File: config.mk
export PLATFORM = sky130hd
export DESIGN_NAME = quadratic_root_solver
export DESIGN_NICKNAME = d
export VERILOG_FILES = /design/src/rtl/qrs_pkg.sv /design/src/rtl/qrs_front.sv /design/src/rtl/qrs_sqrt.sv /design/src/rtl/qrs_div.sv /design/src/rtl/quadratic_root_solver.sv
export VERILOG_INCLUDE_DIRS = /design/src /design/src/rtl
export SDC_FILE = /design/constraint.sdc
export NUM_CORES = 2
export LEC_CHECK = 0
export CAP_MARGIN = 30
export CORE_MARGIN = 8
export CORE_UTILIZATION = 40
export DETAILED_ROUTE_END_ITERATION = 12
export DONT_BUFFER_PORTS = 1
export SETUP_SLACK_MARGIN = 0.05
export SLEW_MARGIN = 10
export SYNTH_ARGS = -nofsm -noshare
export SYNTH_HDL_FRONTEND = slang
export SYNTH_SLANG_ARGS = --single-unit
export TNS_END_PERCENT = 100
File: constraint.sdc
create_clock -name clk -period 14.2 [get_ports clk]
set_input_delay 1.42 -clock clk [delete_from_list [all_inputs] [get_ports clk]]
set_output_delay 1.42 -clock clk [all_outputs]
set_load 0.005 [all_outputs]
File: src/rtl/assert_macros.svh
// Assertion shorthands for the solver's RTL.
// Clock clk and active-low reset rst_n must be visible where these are used.
`ifndef ASSERT_MACROS_SVH
`define ASSERT_MACROS_SVH

// same-cycle implication
`define QRS_ASSERT_NOW(lbl, ante, cons, msg) \
  lbl: assert property (@(posedge clk) disable iff (!rst_n) (ante) |-> (cons)) else $error(msg);

// next-cycle implication
`define QRS_ASSERT_NEXT(lbl, ante, cons, msg) \
  lbl: assert property (@(posedge clk) disable iff (!rst_n) (ante) |=> (cons)) else $error(msg);

`endif

File: src/rtl/qrs_pkg.sv
// Shared types, widths and status codes of the quadratic root solver.
// No dependencies.
package qrs_pkg;

  localparam int COEF_W  = 16;               // coefficient width, 8 fraction bits
  localparam int BSQ_W   = 2 * COEF_W;       // b*b and a*c
  localparam int DISC_W  = 2 * COEF_W + 2;   // b*b + 4|ac|
  localparam int RAD_W   = DISC_W + 16;      // discriminant scaled by 2^16
  localparam int ROOT_W  = RAD_W / 2;        // integer square root
  localparam int BASE_W  = COEF_W + 9;       // -b * 2^8
  localparam int NUM_W   = COEF_W + 11;      // base +/- root
  localparam int QUO_W   = NUM_W - 1 + 7;    // |num| * 2^7
  localparam int RES_W   = 32;
  localparam int QDEPTH  = 4;

  localparam logic [1:0] ST_NONE  = 2'd0;
  localparam logic [1:0] ST_ONE   = 2'd1;
  localparam logic [1:0] ST_TWO   = 2'd2;
  localparam logic [1:0] ST_DEGEN = 2'd3;

  typedef struct packed {
    logic signed [COEF_W-1:0] coef_a;
    logic signed [COEF_W-1:0] coef_b;
    logic signed [COEF_W-1:0] coef_c;
  } in_beat_t;

  typedef struct packed {
    logic [1:0]              root_status;
    logic signed [RES_W-1:0] root_plus;
    logic signed [RES_W-1:0] root_minus;
    logic                    overflowed;
  } out_beat_t;

  // classified equation, front to square root
  typedef struct packed {
    logic [1:0]               status;
    logic [DISC_W-1:0]        disc;
    logic signed [BASE_W-1:0] base;
    logic signed [COEF_W-1:0] coef_a;
  } job_t;

  // square root done, on to division
  typedef struct packed {
    logic [1:0]               status;
    logic [ROOT_W-1:0]        root;
    logic signed [BASE_W-1:0] base;
    logic signed [COEF_W-1:0] coef_a;
  } sq_job_t;

endpackage

File: src/rtl/qrs_front.sv
// Front end: input capture, products, discriminant and classification, job queue.
// Depends on qrs_pkg.
module qrs_front import qrs_pkg::*; (
  input  logic     clk,
  input  logic     rst_n,
  input  logic     in_push,
  output logic     in_full,
  input  in_beat_t in_data,
  output logic     job_valid,
  input  logic     job_take,
  output job_t     job
);

  localparam int PW = $clog2(QDEPTH);

  logic                     s1_v_r;
  in_beat_t                 s1_r;
  logic                     s2_v_r;
  logic [BSQ_W-1:0]         bsq_r;
  logic signed [BSQ_W-1:0]  prod_r;
  logic signed [BASE_W-1:0] base_r;
  logic signed [COEF_W-1:0] a_r;

  job_t            q_mem_r [QDEPTH];
  logic [PW-1:0]   wr_ptr_r, rd_ptr_r;
  logic [PW:0]     cnt_r;
  logic [PW+1:0]   occ;

  logic [COEF_W-1:0]        babs;
  logic signed [COEF_W:0]   bneg;
  logic [BSQ_W-1:0]         pmag;
  logic [DISC_W-1:0]        four, bsq_e, dsum, ddiff;
  logic                     p_pos;
  job_t                     cls;

  // in-flight items count against queue room so the pipe never stalls
  assign occ     = (PW+2)'(cnt_r) + (PW+2)'(s1_v_r) + (PW+2)'(s2_v_r);
  assign in_full = occ >= (PW+2)'(QDEPTH);

  assign babs = s1_r.coef_b[COEF_W-1] ? (~s1_r.coef_b + 1'b1) : s1_r.coef_b;
  assign bneg = -{s1_r.coef_b[COEF_W-1], s1_r.coef_b};

  always_ff @(posedge clk) begin
    if (!rst_n) begin
      s1_v_r <= 1'b0;
      s2_v_r <= 1'b0;
    end else begin
      s1_v_r <= in_push && !in_full;
      s2_v_r <= s1_v_r;
    end
    if (in_push && !in_full) begin
      s1_r <= in_data;
    end
    if (s1_v_r) begin
      bsq_r  <= babs * babs;
      prod_r <= s1_r.coef_a * s1_r.coef_c;
      base_r <= {bneg, 8'b0};
      a_r    <= s1_r.coef_a;
    end
  end

  // discriminant and classification
  assign pmag  = prod_r[BSQ_W-1] ? (~prod_r + 1'b1) : prod_r;
  assign four  = {pmag, 2'b00};
  assign bsq_e = {2'b00, bsq_r};
  assign dsum  = bsq_e + four;
  assign ddiff = bsq_e - four;
  assign p_pos = !prod_r[BSQ_W-1] && (prod_r != '0);

  always_comb begin
    cls.base   = base_r;
    cls.coef_a = a_r;
    cls.disc   = p_pos ? ddiff : dsum;
    if (a_r == '0) begin
      cls.status = ST_DEGEN;
    end else if (p_pos && (four > bsq_e)) begin
      cls.status = ST_NONE;
    end else if (cls.disc == '0) begin
      cls.status = ST_ONE;
    end else begin
      cls.status = ST_TWO;
    end
  end

  assign job_valid = cnt_r != '0;
  assign job       = q_mem_r[rd_ptr_r];

  always_ff @(posedge clk) begin
    if (!rst_n) begin
      wr_ptr_r <= '0;
      rd_ptr_r <= '0;
      cnt_r    <= '0;
    end else begin
      if (s2_v_r) begin
        wr_ptr_r <= wr_ptr_r + 1'b1;
      end
      if (job_take) begin
        rd_ptr_r <= rd_ptr_r + 1'b1;
      end
      cnt_r <= cnt_r + (PW+1)'(s2_v_r) - (PW+1)'(job_take);
    end
    if (s2_v_r) begin
      q_mem_r[wr_ptr_r] <= cls;
    end
  end

endmodule

File: src/rtl/qrs_sqrt.sv
// Bit-serial integer square root, one root bit per cycle.
// Depends on qrs_pkg.
module qrs_sqrt import qrs_pkg::*; (
  input  logic    clk,
  input  logic    rst_n,
  input  logic    job_valid,
  output logic    job_take,
  input  job_t    job,
  output logic    sq_valid,
  input  logic    sq_take,
  output sq_job_t sq_job
);

  localparam int CW = $clog2(ROOT_W);

  logic                     busy_r, done_r;
  logic [CW-1:0]            cnt_r;
  logic [RAD_W-1:0]         rad_r;
  logic [ROOT_W+1:0]        rem_r;
  logic [ROOT_W-1:0]        root_r;
  logic [1:0]               status_r;
  logic signed [BASE_W-1:0] base_r;
  logic signed [COEF_W-1:0] a_r;

  logic [ROOT_W+1:0] rem_sh, trial;
  logic              ge;

  assign job_take = job_valid && !busy_r && (!done_r || sq_take);
  assign sq_valid = done_r;
  assign sq_job   = '{status: status_r, root: root_r, base: base_r, coef_a: a_r};

  assign rem_sh = {rem_r[ROOT_W-1:0], rad_r[RAD_W-1 -: 2]};
  assign trial  = {root_r, 2'b01};
  assign ge     = rem_sh >= trial;

  always_ff @(posedge clk) begin
    if (!rst_n) begin
      busy_r <= 1'b0;
      done_r <= 1'b0;
    end else if (job_take) begin
      busy_r <= job.status == ST_TWO;
      done_r <= job.status != ST_TWO;
    end else if (busy_r) begin
      if (cnt_r == '0) begin
        busy_r <= 1'b0;
        done_r <= 1'b1;
      end
    end else if (sq_take) begin
      done_r <= 1'b0;
    end

    if (job_take) begin
      status_r <= job.status;
      base_r   <= job.base;
      a_r      <= job.coef_a;
      rad_r    <= {job.disc, 16'b0};
      rem_r    <= '0;
      root_r   <= '0;
      cnt_r    <= CW'(ROOT_W - 1);
    end else if (busy_r) begin
      rad_r  <= {rad_r[RAD_W-3:0], 2'b00};
      rem_r  <= ge ? (rem_sh - trial) : rem_sh;
      root_r <= {root_r[ROOT_W-2:0], ge};
      cnt_r  <= cnt_r - 1'b1;
    end
  end

endmodule

File: src/rtl/qrs_div.sv
// Two restoring dividers in lock step for both roots, then saturation; result register.
// Depends on qrs_pkg.
module qrs_div import qrs_pkg::*; (
  input  logic      clk,
  input  logic      rst_n,
  input  logic      sq_valid,
  output logic      sq_take,
  input  sq_job_t   sq_job,
  output logic      out_empty,
  input  logic      out_pop,
  output out_beat_t out_data
);

  localparam int CW = $clog2(QUO_W);
  localparam int MW = (QUO_W > RES_W + 1) ? QUO_W : RES_W + 1;
  localparam logic [MW-1:0] LIM_POS = MW'(64'h7FFF_FFFF);
  localparam logic [MW-1:0] LIM_NEG = MW'(64'h8000_0000);

  logic                busy_r, fin_r, done_r;
  logic [CW-1:0]       cnt_r;
  logic [COEF_W-1:0]   dvs_r;
  logic [QUO_W-1:0]    dvd_r [2];
  logic [COEF_W:0]     rem_r [2];
  logic                neg_r [2];
  logic [1:0]          status_r;
  logic [RES_W-1:0]    res_r [2];
  logic                ovf_r;

  logic signed [NUM_W-1:0] num [2];
  logic [NUM_W-1:0]        mag [2];
  logic [COEF_W:0]         rem_sh [2];
  logic                    ge [2];
  logic [MW-1:0]           qx [2];
  logic [RES_W-1:0]        sat [2];
  logic                    over [2];
  logic [COEF_W-1:0]       aabs;

  assign sq_take   = sq_valid && !busy_r && !fin_r && (!done_r || out_pop);
  assign out_empty = !done_r;
  assign out_data  = '{root_status: status_r, root_plus: res_r[0], root_minus: res_r[1],
                       overflowed: ovf_r};

  assign aabs = sq_job.coef_a[COEF_W-1] ? (~sq_job.coef_a + 1'b1) : sq_job.coef_a;

  always_comb begin
    num[0] = NUM_W'(sq_job.base) + $signed({2'b00, sq_job.root});
    num[1] = NUM_W'(sq_job.base) - $signed({2'b00, sq_job.root});
    for (int i = 0; i < 2; i++) begin
      mag[i]    = num[i][NUM_W-1] ? (~num[i] + 1'b1) : num[i];
      rem_sh[i] = {rem_r[i][COEF_W-1:0], dvd_r[i][QUO_W-1]};
      ge[i]     = rem_sh[i] >= {1'b0, dvs_r};
      qx[i]     = MW'(dvd_r[i]);
      if (neg_r[i]) begin
        over[i] = qx[i] > LIM_NEG;
        sat[i]  = over[i] ? 32'h8000_0000 : RES_W'(~qx[i] + 1'b1);
      end else begin
        over[i] = qx[i] > LIM_POS;
        sat[i]  = over[i] ? 32'h7FFF_FFFF : RES_W'(qx[i]);
      end
    end
  end

  always_ff @(posedge clk) begin
    if (!rst_n) begin
      busy_r <= 1'b0;
      fin_r  <= 1'b0;
      done_r <= 1'b0;
    end else if (sq_take) begin
      busy_r <= (sq_job.status == ST_ONE) || (sq_job.status == ST_TWO);
      done_r <= (sq_job.status == ST_NONE) || (sq_job.status == ST_DEGEN);
    end else if (busy_r) begin
      if (cnt_r == '0) begin
        busy_r <= 1'b0;
        fin_r  <= 1'b1;
      end
    end else if (fin_r) begin
      fin_r  <= 1'b0;
      done_r <= 1'b1;
    end else if (out_pop) begin
      done_r <= 1'b0;
    end

    if (sq_take) begin
      status_r <= sq_job.status;
      dvs_r    <= aabs;
      cnt_r    <= CW'(QUO_W - 1);
      res_r[0] <= '0;
      res_r[1] <= '0;
      ovf_r    <= 1'b0;
      for (int i = 0; i < 2; i++) begin
        dvd_r[i] <= {mag[i][NUM_W-2:0], 7'b0};
        rem_r[i] <= '0;
        neg_r[i] <= num[i][NUM_W-1] ^ sq_job.coef_a[COEF_W-1];
      end
    end else if (busy_r) begin
      cnt_r <= cnt_r - 1'b1;
      for (int i = 0; i < 2; i++) begin
        rem_r[i] <= ge[i] ? (rem_sh[i] - {1'b0, dvs_r}) : rem_sh[i];
        dvd_r[i] <= {dvd_r[i][QUO_W-2:0], ge[i]};
      end
    end else if (fin_r) begin
      res_r[0] <= sat[0];
      res_r[1] <= sat[1];
      ovf_r    <= over[0] || over[1];
    end
  end

endmodule

File: src/rtl/quadratic_root_solver.sv
// Quadratic root solver top level: front end, square root and divider back end.
// Depends on qrs_pkg, qrs_front, qrs_sqrt, qrs_div and assert_macros.svh.
//
// Usage:
//  - Input queue port: present a, b, c (signed Q8.8) on in_data, raise in_push;
//    a beat is taken on an edge with in_push high and in_full low.
//  - Result queue port: while out_empty is low the oldest result sits on
//    out_data (status, two Q16.16 roots, saturation flag); out_pop takes it.
//  - Front end: capture and product registers, then classification into a
//    four-entry job queue. in_full counts queued and in-flight beats.
//  - Square root: one root bit a cycle, ROOT_W (25) root bits in all,
//    run only when the discriminant is positive.
//  - Divider: both roots in parallel, one quotient bit a cycle, QUO_W (33)
//    quotient bits after a load, then saturation; it sets the throughput
//    for beats with one or two real roots. No-root and a-is-zero beats
//    skip the square root and division loops.
//  - Reset (synchronous, rst_n low) empties every stage and queue.
//  - A stalled result holds in the divider's result register; square root holds
//    its finished result, the front end carries on until its queue fills, then in_full rises.
`include "assert_macros.svh"
module quadratic_root_solver import qrs_pkg::*; (
  input  logic      clk,
  input  logic      rst_n,
  input  logic      in_push,
  output logic      in_full,
  input  in_beat_t  in_data,
  output logic      out_empty,
  input  logic      out_pop,
  output out_beat_t out_data
);

  logic    job_valid, job_take;
  job_t    job;
  logic    sq_valid, sq_take;
  sq_job_t sq_job;

  qrs_front u_front (
    .clk       (clk),
    .rst_n     (rst_n),
    .in_push   (in_push),
    .in_full   (in_full),
    .in_data   (in_data),
    .job_valid (job_valid),
    .job_take  (job_take),
    .job       (job)
  );

  qrs_sqrt u_sqrt (
    .clk       (clk),
    .rst_n     (rst_n),
    .job_valid (job_valid),
    .job_take  (job_take),
    .job       (job),
    .sq_valid  (sq_valid),
    .sq_take   (sq_take),
    .sq_job    (sq_job)
  );

  qrs_div u_div (
    .clk       (clk),
    .rst_n     (rst_n),
    .sq_valid  (sq_valid),
    .sq_take   (sq_take),
    .sq_job    (sq_job),
    .out_empty (out_empty),
    .out_pop   (out_pop),
    .out_data  (out_data)
  );

  // no-root and degenerate beats carry zero roots
  `QRS_ASSERT_NOW(a_zero_roots, !out_empty && (out_data.root_status == ST_NONE || out_data.root_status == ST_DEGEN), out_data.root_plus == '0 && out_data.root_minus == '0 && !out_data.overflowed, "absent roots not zero")
  // a double root gives identical roots
  `QRS_ASSERT_NOW(a_double_root, !out_empty && out_data.root_status == ST_ONE, out_data.root_plus == out_data.root_minus, "double root mismatch")
  // finished square root holds while the divider is busy
  `QRS_ASSERT_NEXT(a_sq_hold, sq_valid && !sq_take, sq_valid && $stable(sq_job), "square root result lost")

endmodule
==> impl_metrics.tcl <==
set metrics [dict create \
    post-cts-setup-buffer-count 0 \
    cp_max_fo 16 \
    synth_cell_types 85 \
    grt_usage_pct 16.73 \
    die_area_sq_mm 0.1510 \
    cts_made_buffers 79 \
    die_y_um 388.6 \
    final_net_count 5985 \
    clock.fmax_mhz 99.42 \
    ant_nets 0 \
    antenna_found_initial 4 \
    drive_above_1_share_pct 5.834 \
    route.met2.wl_um 65040 \
    syn_area_per_cell_sq_um 10.63 \
    synth_edf_count 661 \
    skew_ns 0.03549 \
    synth_nets 6060 \
    gp_congestion 0.8718 \
    synth_commonest_cells "inv_1, edfxtp_1, nand2_1" \
    clockBufferDepth 3 \
    synthTopCellsByArea "edfxtp_1, fa_1, ha_1" \
    numPortBuffers 0 \
    worst_setup_path_start_kind "register" \
    rows 136 \
    setup_viol 0 \
    hpwl_um 96930 \
    period_minus_slack_ns 10.06 \
    met3WireLength_um 4947 \
    maxCapViolations 0 \
    highest-signal-layer "met5" \
    cts-resized-gates 0 \
    synthCells 5223 \
    vias 37410 \
    fin_crit_sh_pct 70.84 \
    vias_per_cell 5.338 \
    start_util_pct 40.33 \
    synth_seq_area_share_pct 38.56 \
    synth_top_flop_cell "edfxtp_1" \
    synth-async-reset-ratio_pct 0 \
    grt-ovfl-total 0 \
    die_x_um 388.6 \
    synth_top_cell_by_area "edfxtp_1" \
    cts_hold_buf 0 \
    arrival_ns 10.46 \
    clockRootBuffer "clkbuf_16" \
    io-pin-count 121 \
    min_path_type "register to register" \
    status "complete, no violations" \
    cts_tree "built" \
    cp_slowest_stage_delay_ns 0.57 \
    m1WireLength_um 54220 \
    core_area_sq_mm 0.1377 \
    drtIter0Drc 2162 \
    grt_pass1_vias 38150 \
    route.detailed.drc 0 \
    worstMarginPinSlew_ns 0.9440 \
    netlist_area_sq_mm 0.05552 \
    cts.sinks 739 \
    clock_latency_ns 0.68 \
    area_delta_synth_final_pct 8.345 \
    yosysMostFrequentCell "inv_1" \
    grt_max_degree 86 \
    crit_slowest_cell "a311oi_1" \
    path_clk_slew_ns 0.06 \
    h-tree-depth 3 \
    first_pass_iters 5 \
    rsz0062_at_grt "no" \
    finalSetupTns_ns 0 \
    slew_viol_final 0 \
    finalHoldViolCount 0 \
    worstSetupPathType "register to register" \
    synth_top_area_share_pct 35.75 \
    ys_seq_elements 739 \
    end_kind "register" \
    relSlewSlack_pct 36.62 \
    route.detailed.wl_per_inst_um 18.18 \
    grt_pass1_wl_um 207100 \
    drt-total-wl_um 127400 \
    cp.required_ns 14.61 \
    yosysWarningCount 0 \
]
## stage by stage
step / std cells / hold slack [ns] / setup slack (ns) / util (%) / area [sq um]
finish: 7007 / 0.4735 / 4.141 / 43.70 / 60160
global route: 7005 / 0.5077 / 3.581 / 43.69 / 60150
CTS: 7000 / 0.4755 / 4.240 / 43.65 / 60090
detailed placement: 6856 / 0.4678 / 4.269 / 41.67 / 57360
global placement: 6853 / 0.4576 / 4.523 / 41.62 / 57300
floorplan: 5223 / 0.4400 / 5.271 / - / 55520
## worst max-delay path, delay by kind of cell, from the launching register on
family,cells,cell delay (ns)
AND/OR/NAND/NOR,8,1.84
XOR/XNOR,2,0.66
buffers and inverters,7,1.27
AO/OA/AOI/OAI,7,1.84
adder cells (fa/ha/maj),8,3.65
flip-flops,1,0.52
## metal layers
layer	vias up	track usage (%)
li1	17850	-
met1	18670	20.92
met2	718	30.31
met3	157	2.195
met4	4	4.544
met5	-	0
## area by class of cell
type	instances	area (sq um)
clock buffer	92	2036
antenna	2	5.005
tap	1794	2245
fill	12920	77510
multi-input combinational	3602	30800
clock inverter	52	693.2
timing repair buffer	45	399.1
sequential	739	21420
inverter	681	2557
## flip-flops by register name (all words and copies together), names as in the netlist, 31 cells and up, named ones only
register         flops
u_front.q_mem_r    268
u_div.dvd_r         66
u_div.res_r         64
u_front.s1_r        48
u_sqrt.rad_r        33
u_div.rem_r         32
u_front.prod_r      32
u_front.bsq_r       31
## worst paths after layout
path                    start                 to  slack, ns  cells after the start
min            u_div.cnt_r[1]     u_div.cnt_r[1]       0.47                      2
min reg2reg    u_div.cnt_r[1]     u_div.cnt_r[1]       0.47                      2
max          u_front.s1_r[16]  u_front.bsq_r[27]       4.14                     32
max reg2reg  u_front.s1_r[16]  u_front.bsq_r[27]       4.14                     32
## cell families after synthesis
| logic type | after synthesis | synth area share [%] |
|---|---|---|
| buf+inv | 882 | 6.015 |
| mux | 125 | 3.804 |
| simple gates | 1518 | 13.12 |
| compound gates | 883 | 10.36 |
| xor+xnor | 291 | 4.590 |
| flops | 739 | 38.56 |
| fa+ha+maj | 785 | 23.54 |
## cell usage in the layout, fill, tap and decap left out, types with 17 or more instances in the layout
cell | Yosys | routed
inv_1 | 674 | 674
edfxtp_1 | 661 | 661
nand2_1 | 571 | 568
fa_1 | 433 | 433
ha_1 | 352 | 352
nor2_1 | 313 | 313
a21oi_1 | 209 | 209
o21ai_0 | 209 | 209
xnor2_1 | 206 | 206
and2_1 | 155 | 150
xor2_1 | 85 | 85
nor3_1 | 84 | 84
clkbuf_16 | 0 | 79
o31ai_1 | 77 | 77
dfxtp_1 | 78 | 73
a21o_1 | 69 | 69
mux4_2 | 67 | 67
or3_1 | 56 | 56
nand2b_1 | 55 | 55
nand3_1 | 52 | 52
nand4_1 | 49 | 49
a31oi_1 | 48 | 48
mux2i_1 | 40 | 40
buf_4 | 2 | 40
nor4_1 | 34 | 34
nor2b_1 | 32 | 32
o21bai_1 | 26 | 26
o21a_1 | 25 | 25
and3_1 | 24 | 24
a211oi_1 | 23 | 23
o211ai_1 | 21 | 21
o41ai_1 | 21 | 21
a21boi_0 | 21 | 21
mux2_2 | 18 | 18
or2_2 | 17 | 17
nand3b_1 | 17 | 17
nand4b_1 | 17 | 17
Power is not shown: default switching activity piles up to over one toggle a cycle in this logic, so the estimate is an artifact.
